--- src/sv/ekfu_pkg.sv ---
// shared types and constants for the 4-state, 3-measurement kalman update
// no dependencies
package ekfu_pkg;

   localparam int DATA_W = 32;
   localparam int ACC_W  = 64;

   // operand selector codes of a load word
   localparam logic [2:0] SEL_F = 3'd0;
   localparam logic [2:0] SEL_H = 3'd1;
   localparam logic [2:0] SEL_Q = 3'd2;
   localparam logic [2:0] SEL_R = 3'd3;
   localparam logic [2:0] SEL_Z = 3'd4;
   localparam logic [2:0] SEL_PH = 3'd5;
   localparam logic [2:0] SEL_X = 3'd6;

   // computation steps of one update
   typedef enum logic [3:0] {
      PH_PP, PH_PHT, PH_S, PH_CO, PH_DET, PH_Y, PH_K, PH_X, PH_A, PH_COV
   } ekfu_phase_type;

   typedef struct packed {
      logic                     req_type;
      logic [2:0]               matrix_select;
      logic [3:0]               element_index;
      logic signed [DATA_W-1:0] element_value;
   } ekfu_req_word_type;

   typedef struct packed {
      logic [1:0]               state_index;
      logic signed [DATA_W-1:0] state_value;
      logic                     last_result;
      logic                     singular;
   } ekfu_rsp_word_type;

   typedef struct packed {
      logic           load;
      logic           init;
      logic           mul;
      logic           store;
      logic           div_start;
      logic           emit;
      ekfu_phase_type phase;
      logic [1:0]     row;
      logic [1:0]     col;
      logic [2:0]     term;
   } ekfu_cmd_type;

   typedef struct packed {
      logic singular;
      logic div_done;
   } ekfu_status_type;

endpackage

--- src/sv/ekfu_ctrl.sv ---
// sequencer: walks the update element by element and drives datapath commands
// depends on ekfu_pkg
module ekfu_ctrl import ekfu_pkg::*; (
   input  logic            clock,
   input  logic            reset,
   input  logic            start,
   input  logic            run_req,
   input  ekfu_status_type status,
   output logic            busy,
   output ekfu_cmd_type    cmd
);

   typedef enum logic [2:0] {
      S_IDLE, S_INIT, S_MUL, S_DRAIN, S_STORE, S_DIV, S_EMIT
   } state_type;

   state_type      state_ff;
   ekfu_phase_type phase_ff;
   logic [1:0]     row_ff, col_ff;
   logic [2:0]     term_ff;
   logic           drain_ff;

   function automatic logic [1:0] rows_last(ekfu_phase_type p);
      case (p)
         PH_S, PH_CO, PH_Y: rows_last = 2'd2;
         PH_DET:            rows_last = 2'd0;
         default:           rows_last = 2'd3;
      endcase
   endfunction

   function automatic logic [1:0] cols_last(ekfu_phase_type p);
      case (p)
         PH_PP, PH_A, PH_COV:       cols_last = 2'd3;
         PH_PHT, PH_S, PH_CO, PH_K: cols_last = 2'd2;
         default:                   cols_last = 2'd0;
      endcase
   endfunction

   function automatic logic [2:0] term_last(ekfu_phase_type p);
      case (p)
         PH_PP:                 term_last = 3'd7;
         PH_PHT, PH_S, PH_COV:  term_last = 3'd3;
         PH_CO:                 term_last = 3'd1;
         default:               term_last = 3'd2;
      endcase
   endfunction

   function automatic ekfu_phase_type next_phase(ekfu_phase_type p);
      unique case (p)
         PH_PP:   next_phase = PH_PHT;
         PH_PHT:  next_phase = PH_S;
         PH_S:    next_phase = PH_CO;
         PH_CO:   next_phase = PH_DET;
         PH_DET:  next_phase = PH_Y;
         PH_Y:    next_phase = PH_K;
         PH_K:    next_phase = PH_X;
         PH_X:    next_phase = PH_A;
         PH_A:    next_phase = PH_COV;
         default: next_phase = PH_COV;
      endcase
   endfunction

   logic div_case;

   always_comb begin
      div_case      = (phase_ff == PH_K) && !status.singular;
      cmd.load      = (state_ff == S_IDLE) && start;
      cmd.init      = (state_ff == S_INIT);
      cmd.mul       = (state_ff == S_MUL);
      cmd.div_start = (state_ff == S_STORE) && div_case;
      cmd.store     = ((state_ff == S_STORE) && !div_case) ||
                      ((state_ff == S_DIV) && status.div_done);
      cmd.emit      = (state_ff == S_EMIT);
      cmd.phase     = phase_ff;
      cmd.row       = row_ff;
      cmd.col       = col_ff;
      cmd.term      = term_ff;
   end

   assign busy = (state_ff != S_IDLE);

   always_ff @(posedge clock) begin
      if (reset) begin
         state_ff <= S_IDLE;
         phase_ff <= PH_PP;
         row_ff   <= '0;
         col_ff   <= '0;
         term_ff  <= '0;
         drain_ff <= 1'b0;
      end else begin
         unique case (state_ff)
            S_IDLE: begin
               if (start && run_req) begin
                  state_ff <= S_INIT;
                  phase_ff <= PH_PP;
                  row_ff   <= '0;
                  col_ff   <= '0;
               end
            end
            S_INIT: begin
               term_ff  <= '0;
               drain_ff <= 1'b0;
               state_ff <= (phase_ff == PH_Y) ? S_STORE : S_MUL;
            end
            S_MUL: begin
               if (term_ff == term_last(phase_ff)) begin
                  state_ff <= S_DRAIN;
               end else begin
                  term_ff <= term_ff + 1'b1;
               end
            end
            S_DRAIN: begin
               drain_ff <= 1'b1;
               if (drain_ff) begin
                  state_ff <= S_STORE;
               end
            end
            S_STORE, S_DIV: begin
               if (cmd.div_start) begin
                  state_ff <= S_DIV;
               end else if (cmd.store) begin
                  state_ff <= S_INIT;
                  if (col_ff == cols_last(phase_ff)) begin
                     col_ff <= '0;
                     if (row_ff == rows_last(phase_ff)) begin
                        row_ff <= '0;
                        if (phase_ff == PH_COV) begin
                           state_ff <= S_EMIT;
                        end else begin
                           phase_ff <= next_phase(phase_ff);
                        end
                     end else begin
                        row_ff <= row_ff + 1'b1;
                     end
                  end else begin
                     col_ff <= col_ff + 1'b1;
                  end
               end
            end
            S_EMIT: begin
               row_ff <= row_ff + 1'b1;
               if (row_ff == 2'd3) begin
                  state_ff <= S_IDLE;
               end
            end
            default: state_ff <= S_IDLE;
         endcase
      end
   end

endmodule

--- config.mk ---
export PLATFORM = sky130hd
export DESIGN_NAME = ekfu_ctrl
export DESIGN_NICKNAME = d
export VERILOG_FILES = /design/src/sv/ekfu_pkg.sv /design/src/sv/ekfu_ctrl.sv
export SDC_FILE = /design/constraint.sdc
export NUM_CORES = 1
export LEC_CHECK = 0
export ABC_CLOCK_PERIOD_IN_PS = 2400
export BUFFER_PORTS_ARGS = -buffer_cell sky130_fd_sc_hd__buf_2
export CORE_ASPECT_RATIO = 1.25
export CORE_MARGIN = 4
export CORE_UTILIZATION = 28
export CTS_BUF_LIST = sky130_fd_sc_hd__clkbuf_8
export DETAILED_ROUTE_END_ITERATION = 10
export PLACE_DENSITY = 0.46
export SYNTH_ARGS = -nofsm -noshare
export SYNTH_HDL_FRONTEND = slang
export SYNTH_SLANG_ARGS = --single-unit
--- constraint.sdc ---
create_clock -name clock -period 2.4 [get_ports clock]
set_input_delay 0.48 -clock clock [delete_from_list [all_inputs] [get_ports clock]]
set_output_delay 0.48 -clock clock [all_outputs]
set_load 0.01 [all_outputs]
==> impl_metrics.csv, run 1 <==
group,metric,value,unit
worst_setup_path,startpoint_type,"flop",
timing,max_freq,436,MHz
timing,hold_viol_final,0,
power,vdd_drop_max,0.248,mV
worst_setup_path,crit_arrival,2420,ps
yosys,ys_seq_area_frac,0.252,
yosys,async_reset_ff_frac,0,
worst_setup_path,cp_data_required_time,2530,ps
global_routing,antenna_found_initial,0,
power,leakage,0.000841,uW
global_routing,grt_use_total,0.139,
die,die-area,6630,um^2
yosys,synth_cells,196,
die,die-height,90.1,um
routing,drt_pass1_iterations,4,
routing,drt_wl_total,4430,um
timing,setup_violations,0,
cells_and_area,drive_above_1_share,0.315,
worst_setup_path,end_kind,"flop",
global_routing,grt_max_degree,15,
timing,drv_slew,0,
routing,drc,0,
clock_tree,cts_setup_buffers,0,
cells_and_area,antenna_cells,0,
yosys,synth_edf_count,0,
die,core_area,5150,um^2
place,postPlaceCellArea,1840,um^2
yosys,yosys.cell_types.count,53,
cells_and_area,final_area,1920,um^2
timing,fin_crit_sh,0.955,
yosys,synth.avg_cell_area,7.70,um^2
cells_and_area,utilization,0.373,
place,place.gp.congestion,0.755,
die,ios,24,
worst_setup_path,path_max_fanout,13,
yosys,synth_top_area_frac,0.252,
timing,clock_skew,4.06,ps
clock_tree,cts.sinks,19,
clock_tree,cts.htree.levels,1,
yosys,ys_seq_elements,19,
timing,maxSlewHeadroom,0.620,
worst_hold_path,hold_class,"reg2reg",
global_routing,grt.overflow.total,0,
routing,drt_iter0_markers,94,
place,hpwlAfterDp,3390,um
clock_tree,clk_pin_slew,80,ps
cells_and_area,area_growth,27.5,%
yosys,synth_area_leader_cell,"dfxtp_1",
routing,vias,1552,
cells_and_area,nNetsFinal,249,
yosys,syn_area,1510,um^2
die,die_x,73.7,um
yosys,yosys_warnings,0,
die,initial_core_util,0.293,
yosys,yosys-top-cells-area,"dfxtp_1 25%, a21oi_1 4.6%, nand2b_1 4.6%",
routing,wl_per_cell,14.8,um
global_routing,grt_pass1_wl,7460,um
timing,period_minus_slack,2290,ps
clock_tree,cts_tree,"done",
power,powerDensity,648,nW/um^2
yosys,syn_nets,206,
worst_setup_path,path_class,"reg2reg",
global_routing,grt_pass1_vias,1535,
clock_tree,numCtsBuffers,3,
clock_tree,cts_buffer_depth,2,
timing,tightest_slew,566,ps
worst_setup_path,r2r_setup_slack,110,ps
job,max_cap_violations,0,
clock_tree,root_buffer,"clkbuf_8",
die,row_count,29,
yosys,ys.flop_type,"dfxtp_1",
clock_tree,clock_latency,260,ps
status,status,"finished, final reports clean",
routing,drt-vias-per-instance,5.17,
place,portBuffers,23,
routing,drtAntennaViolNets,0,
## area by class of cell
type	instances	area [um^2]
fill	565	3230
multi-input combinational	161	1090
sequential	19	385
timing repair buffer	48	303
tap	62	77.6
clock buffer	3	41.3
inverter	6	22.5
clock inverter	1	3.75
## per-layer routing
layer / GRT usage / vias to the layer above / routed length [um]
li1: - / 797 / -
met2: 0.230 / 15 / 2210
met4: 0.0514 / 0 / 85
met1: 0.181 / 734 / 2050
met3: 0.0156 / 6 / 84
met5: 0 / - / 0
## Yosys cell counts (3+ instances only)
master	instances
o21ai_0	12
nand3b_1	4
dfxtp_1	19
buf_2	4
or3_1	3
nor2b_1	10
a21oi_1	14
nor2_1	16
ha_1	4
nand2_1	15
nor4_1	3
nor3b_1	3
a31oi_1	6
a211oi_1	4
clkbuf_1	4
nand3_1	5
nand2b_1	11
nor3_1	7
inv_1	6
## through the flow
stage	setup slack [ps]	instances	total power, uW	TNS [ps]	hold slack, ps
3_5_place_dp	-2.03	296	976	-2.03	488
6_report	108	300	1250	0	515
4_1_cts	2.54	300	1220	0	501
5_1_grt	-22.0	300	1340	-24.6	542
2_1_floorplan	146	196	754	0	461
3_3_place_gp	-12.3	296	976	-12.3	494
## final timing paths
path | from | end | cells after the start
setup / recovery | phase_ff[2] | flop | 10
hold / removal | flop | phase_ff[1] | 2
setup reg to reg | phase_ff[2] | flop | 10
hold reg to reg | flop | phase_ff[1] | 2
## cell families after synthesis
kind of cell,count (synthesis),share of synthesized area
buf+inv,16,0.0506
xor+xnor,2,0.0116
simple gates,93,0.356
flops,19,0.252
compound gates,57,0.261
fa+ha+maj,4,0.0332
mux,5,0.0357
## worst max-delay path, stage by stage, from the launching register on
cell	delay (ps)
dfxtp_2	370
buf_4	190
or3_1	340
a31o_2	240
nand3_2	130
a31oi_4	120
o21ai_2	200
a21oi_2	90
ha_1	220
nor3_1	190
nor4_1	60
## placed cells by master (no fill, tap or decap), drive strengths merged, types with 10 or more instances in the layout
master  Yosys  final
dfxtp      19     19
buf         6     48
o21ai      12     12
nand2b     12     12
a21oi      15     15
nor2b      10     10
nor2       16     16
nand2      15     15
## what timing repair did
action,4_1_cts,5_1_grt
hold buffers,0,0
resized for setup,3,10
setup endpoints to repair,2,3
pin swaps,0,1
## power by group
group | switching [uW] | internal (uW) | leakage, uW
logic | 358 | 284 | 0.000658
clock network | 119 | 114 | 0.0000269
registers | 30.9 | 341 | 0.000156
total | 508 | 740 | 0.000841
Power figures use the tool's default switching activity.
==> inputs of run 2 (changes only) <==
- CTS_CLUSTER_DIAMETER: not set -> 80
- MAX_ROUTING_LAYER: not set -> met4
==> run 2 against run 1 <==
Compared with the run above: count of clock-buffer cells in the layout unchanged; critical path depth stayed put; register-to-register slack barely moved; final cell count did not move; core utilization unchanged; via count rose by 0.19%; maximum frequency is essentially flat; non-clock buffer count is the same; final area did not move; first-iteration DRC count is 16% lower; largest power group unchanged; sequential cell count unchanged; largest cell class unchanged; die area stayed put.
==> impl_metrics.csv, run 2 (synthesis gave the netlist of run 1 again) <==
group,metric,value,unit
timing,maxSlewHeadroom,0.623,
die,row_count,29,
timing,setup_violations,0,
timing,drv_slew,0,
worst_setup_path,end_kind,"flop",
clock_tree,clk_pin_slew,80,ps
clock_tree,cts.sinks,19,
power,p_comb_frac,0.515,
power,swShare,0.407,
worst_setup_path,crit_arrival,2420,ps
worst_setup_path,cp_data_required_time,2530,ps
place,postPlaceCellArea,1840,um^2
place,placed_cells,296,
global_routing,grt_pass1_wl,7460,um
status,status,"finished, final reports clean",
cells_and_area,area_growth,27.5,%
power,clkPwrFrac,0.187,
die,die_x,73.7,um
worst_setup_path,reg2reg_depth,10,
cells_and_area,fillerInstances,565,
clock_tree,cts_buffer_depth,2,
cells_and_area,antenna_cells,0,
cells_and_area,layout_common_cells,"25 x buf_4, 23 x buf_2, 16 x nor2_1, 15 x nand2_1, 15 x dfxtp_1",
worst_hold_path,hold_class,"reg2reg",
routing,drt_pass1_iterations,4,
power,vdd_drop_max,0.247,mV
cells_and_area,mostFrequentLayoutCell,"buf_4",
worst_setup_path,path_max_fanout,13,
die,ios,24,
timing,timing.final.ws_setup,109,ps
place,place.gp.congestion,0.764,
timing,max_freq,437,MHz
routing,wl_per_cell,14.8,um
cells_and_area,nNetsFinal,249,
cells_and_area,drive_above_1_share,0.315,
die,initial_core_util,0.293,
worst_setup_path,max_stage_delay,370,ps
worst_setup_path,crit_chain,"buf_4 > or3_1 > a31o_2 > nand3_2 > a31oi_4 > o21ai_2 > a21oi_2 > ha_1 > nor3_1 > nor4_1",
die,die-height,90.1,um
worst_setup_path,crit_buf_inv,1,
place,portBuffers,23,
cells_and_area,seqCellArea,385,um^2
cells_and_area,utilization,0.373,
global_routing,grt_max_degree,15,
routing,drc,0,
clock_tree,clock_latency,260,ps
routing,drtAntennaViolNets,0,
timing,fin_crit_sh,0.955,
timing,clock_skew,3.60,ps
clock_tree,numCtsBuffers,3,
timing,tightest_slew,562,ps
worst_setup_path,slowest_stage,"dfxtp_2",
global_routing,grt_pass1_vias,1531,
power,powerDensity,648,nW/um^2
worst_hold_path,hold_depth,2,
worst_setup_path,critPathTopFamily,"simple AND/OR/NAND/NOR gates",
cells_and_area,stdcell_count,300,
power,leakage,0.000841,uW
job,max_cap_violations,0,
clock_tree,cts.htree.levels,1,
place,hpwlAfterDp,3390,um
routing,drt_wl_total,4450,um
global_routing,antenna_found_initial,0,
worst_setup_path,path_class,"reg2reg",
worst_setup_path,cp.depth,10,
power,power_switching,508,uW
die,core_area,5150,um^2
timing,hold_viol_final,0,
clock_tree,root_buffer,"clkbuf_8",
power,intPower,739,uW
clock_tree,cts_setup_buffers,0,
power,design_power_total,1250,uW
cells_and_area,multi_input_area,1090,um^2
global_routing,grt.overflow.total,0,
routing,drt-vias-per-instance,5.18,
routing,drt_iter0_markers,79,
worst_setup_path,startpoint_type,"flop",
power,power_frac_seq,0.298,
timing,period_minus_slack,2290,ps
clock_tree,cts_tree,"done",
place,post-place-ws,-2.03,ps
routing,vias,1555,
global_routing,grt_use_total,0.143,
die,die-area,6630,um^2
cells_and_area,final_area,1920,um^2
## run 2: cell counts in the layout (fill, tap and decap cells not counted)
No cell type changed its count.
## run 2: area by class of cell
cell class	count	area share
inverter	6	0.0117
tap	62	0.0403
multi-input combinational	161	0.567
timing repair buffer	48	0.157
sequential	19	0.200
clock inverter	1	0.00195
clock buffer	3	0.0215
## run 2: metal layers
metal	vias to the layer above	part of all wire	global-route usage
met3	6	0.025	0.0156
met5	-	0	-
li1	798	-	-
met2	19	0.50	0.230
met4	0	0.019	0.0514
met1	732	0.46	0.181
## run 2: metrics by stage
| step | setup TNS, ps | hold WS (ps) |
|---|---|---|
| 4_1_cts | 0 | 501 |
| 2_1_floorplan | 0 | 461 |
| 6_report | 0 | 514 |
| 5_1_grt | -24.6 | 542 |
| 3_5_place_dp | -2.03 | 488 |
| 3_3_place_gp | -12.3 | 494 |
## run 2: power groups by stage
stage                     Sequential, uW  Clock, uW  Combinational (uW)
final                                372        233                 643
after global routing                 376        257                 711
after CTS                            372        244                 609
after detailed placement             379          0                 597
after global placement               378          0                 598
after floorplan                      372          0                 382
## run 2: timing repair
action                                  CTS  global route
pin swaps                                 0             1
gates resized for setup                   3            10
hold buffers                              0             0
endpoints found under the hold margin     0             0
endpoints found under the setup margin    2             3
## run 2: worst paths after layout
kind | startpoint | to | slack [ps]
max | phase_ff[2] | flop | 110
min | flop | phase_ff[1] | 510
max reg2reg | phase_ff[2] | flop | 110
min reg2reg | flop | phase_ff[1] | 510
## run 2: worst reg2reg max path, delay by kind of cell, from the launching register on
family                     cells  cell delay (ps)
AOI/OAI and AO/OA              4              650
adders and majority gates      1              220
buffers and inverters          1              190
DFF                            1              370
and+or+nand+nor                4              720
==> inputs of run 3 (changes only) <==
- ABC_AREA: not set -> 1
- PLACE_DENSITY: 0.46 -> 0.47
==> run 3 against run 2 <==
Compared with the run above: sequential power up 61%; critical path type unchanged; worst setup slack improved by 180 ps; sequential share of layout area increased by 5.3 points; critical path depth up 2; highest routed layer unchanged; first-iteration DRC count is 30% lower.
==> impl_metrics.csv, run 3 <==
group,metric,value,unit
die,die_x,68.7,um
die,ios,24,
timing,maxSlewHeadroom,0.758,
yosys,synth-simple-area-share,0.417,
timing,grt_setup_unrepaired,"no",
power,intPower,990,uW
worst_setup_path,slowest_stage,"dfxtp_1",
die,die-height,83.9,um
cells_and_area,seqCellArea,383,um^2
worst_setup_path,crit_arrival,2270,ps
power,vdd_drop_max,0.485,mV
power,p_comb_frac,0.592,
timing,hold_viol_final,0,
cells_and_area,mostFrequentLayoutCell,"nand2_1",
yosys,synth_top_family_by_area,"simple AND/OR/NAND/NOR gates",
yosys,syn_area,1290,um^2
global_routing,antenna_found_initial,0,
yosys,syn_nets,201,
yosys,synth_top_area_frac,0.295,
job,max_cap_violations,0,
clock_tree,root_buffer,"clkbuf_8",
routing,drt_wl_total,3350,um
timing,period_minus_slack,2110,ps
clock_tree,clock_latency,260,ps
worst_setup_path,path_max_fanout,7,
global_routing,grt.overflow.total,0,
power,leakage,0.000765,uW
yosys,yosysMostFrequentCell,"nand2_1",
power,powerDensity,1340,nW/um^2
yosys,synth-xor-area-share,0.0272,
place,place.gp.congestion,0.874,
timing,max_freq,475,MHz
cells_and_area,antenna_cells,0,
yosys,ys.flop_type,"dfxtp_1",
power,design_power_total,2020,uW
worst_hold_path,min_from,"drain_ff",
global_routing,grt_max_degree,11,
clock_tree,clk_pin_slew,80,ps
yosys,synth_edf_count,0,
place,post-place-ws,191,ps
yosys,ys_seq_elements,19,
clock_tree,numCtsBuffers,3,
yosys,synth_area_leader_cell,"dfxtp_1",
routing,vias,1290,
die,initial_core_util,0.291,
yosys,yosys-top-cells-area,"dfxtp_1 30%, nand2_1 10%, nor2_1 8.2%",
routing,drt_iter0_markers,55,
die,die-area,5760,um^2
worst_setup_path,startpoint_type,"flop",
yosys,yosys_warnings,0,
clock_tree,cts_buffer_depth,2,
power,power_switching,1030,uW
routing,drtAntennaViolNets,0,
worst_hold_path,hold_class,"reg2reg",
worst_setup_path,timing.rr.start,"phase_ff[3]",
routing,drc,0,
cells_and_area,area_growth,17.1,%
yosys,synthMuxAreaShare,0,
yosys,synth_cells,191,
cells_and_area,fillerInstances,496,
worst_setup_path,critPathTopFamily,"simple AND/OR/NAND/NOR gates",
clock_tree,cts_tree,"done",
timing,timing.final.ws_setup,294,ps
worst_setup_path,cp-startpoint,"phase_ff[3]",
timing,drv_slew,0,
worst_setup_path,path_class,"reg2reg",
timing,tightest_slew,360,ps
timing,tns,0,ps
place,hpwlAfterDp,2750,um
cells_and_area,layout_common_cells,"36 x nand2_1, 28 x nor2_1, 24 x inv_1, 23 x buf_2, 17 x dfxtp_1",
timing,clock_skew,7.75,ps
global_routing,grt_pass1_wl,5450,um
yosys,async_reset_ff_frac,0,
yosys,synthAdderAreaFrac,0.0388,
cells_and_area,drive_above_1_share,0.253,
routing,drt-vias-per-instance,4.69,
timing,fin_crit_sh,0.877,
yosys,synth_compound_area_frac,0.120,
routing,drt_pass1_iterations,4,
clock_tree,cts.htree.levels,1,
global_routing,grt_pass1_vias,1202,
power,clkPwrFrac,0.112,
worst_setup_path,crit_buf_inv,1,
power,power_frac_seq,0.295,
clock_tree,cts.sinks,19,
power,swShare,0.511,
die,row_count,27,
yosys,synth.avg_cell_area,6.75,um^2
place,portBuffers,23,
yosys,yosys.cell_types.count,28,
worst_setup_path,cp_data_required_time,2570,ps
routing,wl_per_cell,12.2,um
yosys,ys_seq_area_frac,0.295,
worst_setup_path,max_stage_delay,470,ps
worst_setup_path,crit_chain,"inv_2 > nand2_2 > nor2_1 > nand3_2 > nor3_4 > nor3_4 > nand2_4 > a211oi_1 > ha_1 > nand4_1 > nand2_1 > nor2_1",
yosys,synth_common_cells,"36 x nand2_1, 28 x nor2_1, 23 x inv_1",
global_routing,grt_use_total,0.127,
worst_setup_path,end_kind,"flop",
cells_and_area,multi_input_area,777,um^2
timing,setup_violations,0,
die,core_area,4430,um^2
cells_and_area,nNetsFinal,228,
status,status,"finished, final reports clean",
[run 3: layout make-up]
class / count / area share
clock buffer: 3 / 0.0274
clock inverter: 1 / 0.00249
inverter: 29 / 0.0721
multi-input combinational: 141 / 0.515
sequential: 19 / 0.254
tap: 58 / 0.0481
timing repair buffer: 24 / 0.0813
[run 3: final timing paths]
| kind | endpoint | slack, ps | depth (start not counted) |
|---|---|---|---|
| worst min-delay path | drain_ff | 500 | 2 |
| worst max-delay path | flop | 290 | 12 |
| worst max register to register | flop | 290 | 12 |
| worst min register to register | drain_ff | 500 | 2 |
[run 3: worst min-delay path, cell delays in order, from the launching register on]
cell and delay (ps):
dfxtp_1 330, nor2_1 50, nor2_1 80
[run 3: metal layers]
layer / up-vias / share of wire / routed length [um] / GRT usage
li1: 668 / - / - / -
met1: 587 / 0.44 / 1480 / 0.157
met2: 28 / 0.50 / 1680 / 0.205
met3: 7 / 0.044 / 147 / 0.0216
met4: 0 / 0.015 / 51 / 0.0398
met5: - / 0 / 0 / -
[run 3: what timing repair did]
item / CTS / global route
resized for setup: 0 / 2
buffers inserted: 0 / 0
hold buffers: 0 / 0
endpoints found under the setup margin: 0 / 2
[run 3: kinds of logic (layout without fill, tap and decap cells)]
kind of cell             after synthesis  count (layout)
AO/OA/AOI/OAI                         28              28
XOR/XNOR                               4               4
adder cells (fa/ha/maj)                4               4
buffers and inverters                 31              57
flip-flops                            19              19
AND/OR/NAND/NOR                      105             105
[run 3: stage by stage]
step	cell area, um^2	hold WS (ps)	util	std cells
final	1510	496	0.341	275
after floorplan	1290	456	-	191
after CTS	1510	483	0.340	275
after global placement	1460	480	0.330	271
after detailed placement	1460	486	0.330	271
after global routing	1510	504	0.341	275
[run 3: power groups by stage]
stage	sequential, uW	clock [uW]	combinational, uW
after detailed placement	600	0	1210
final	598	227	1200
after global routing	617	249	1370
after CTS	594	241	1220
after floorplan	569	0	931
after global placement	601	0	1220
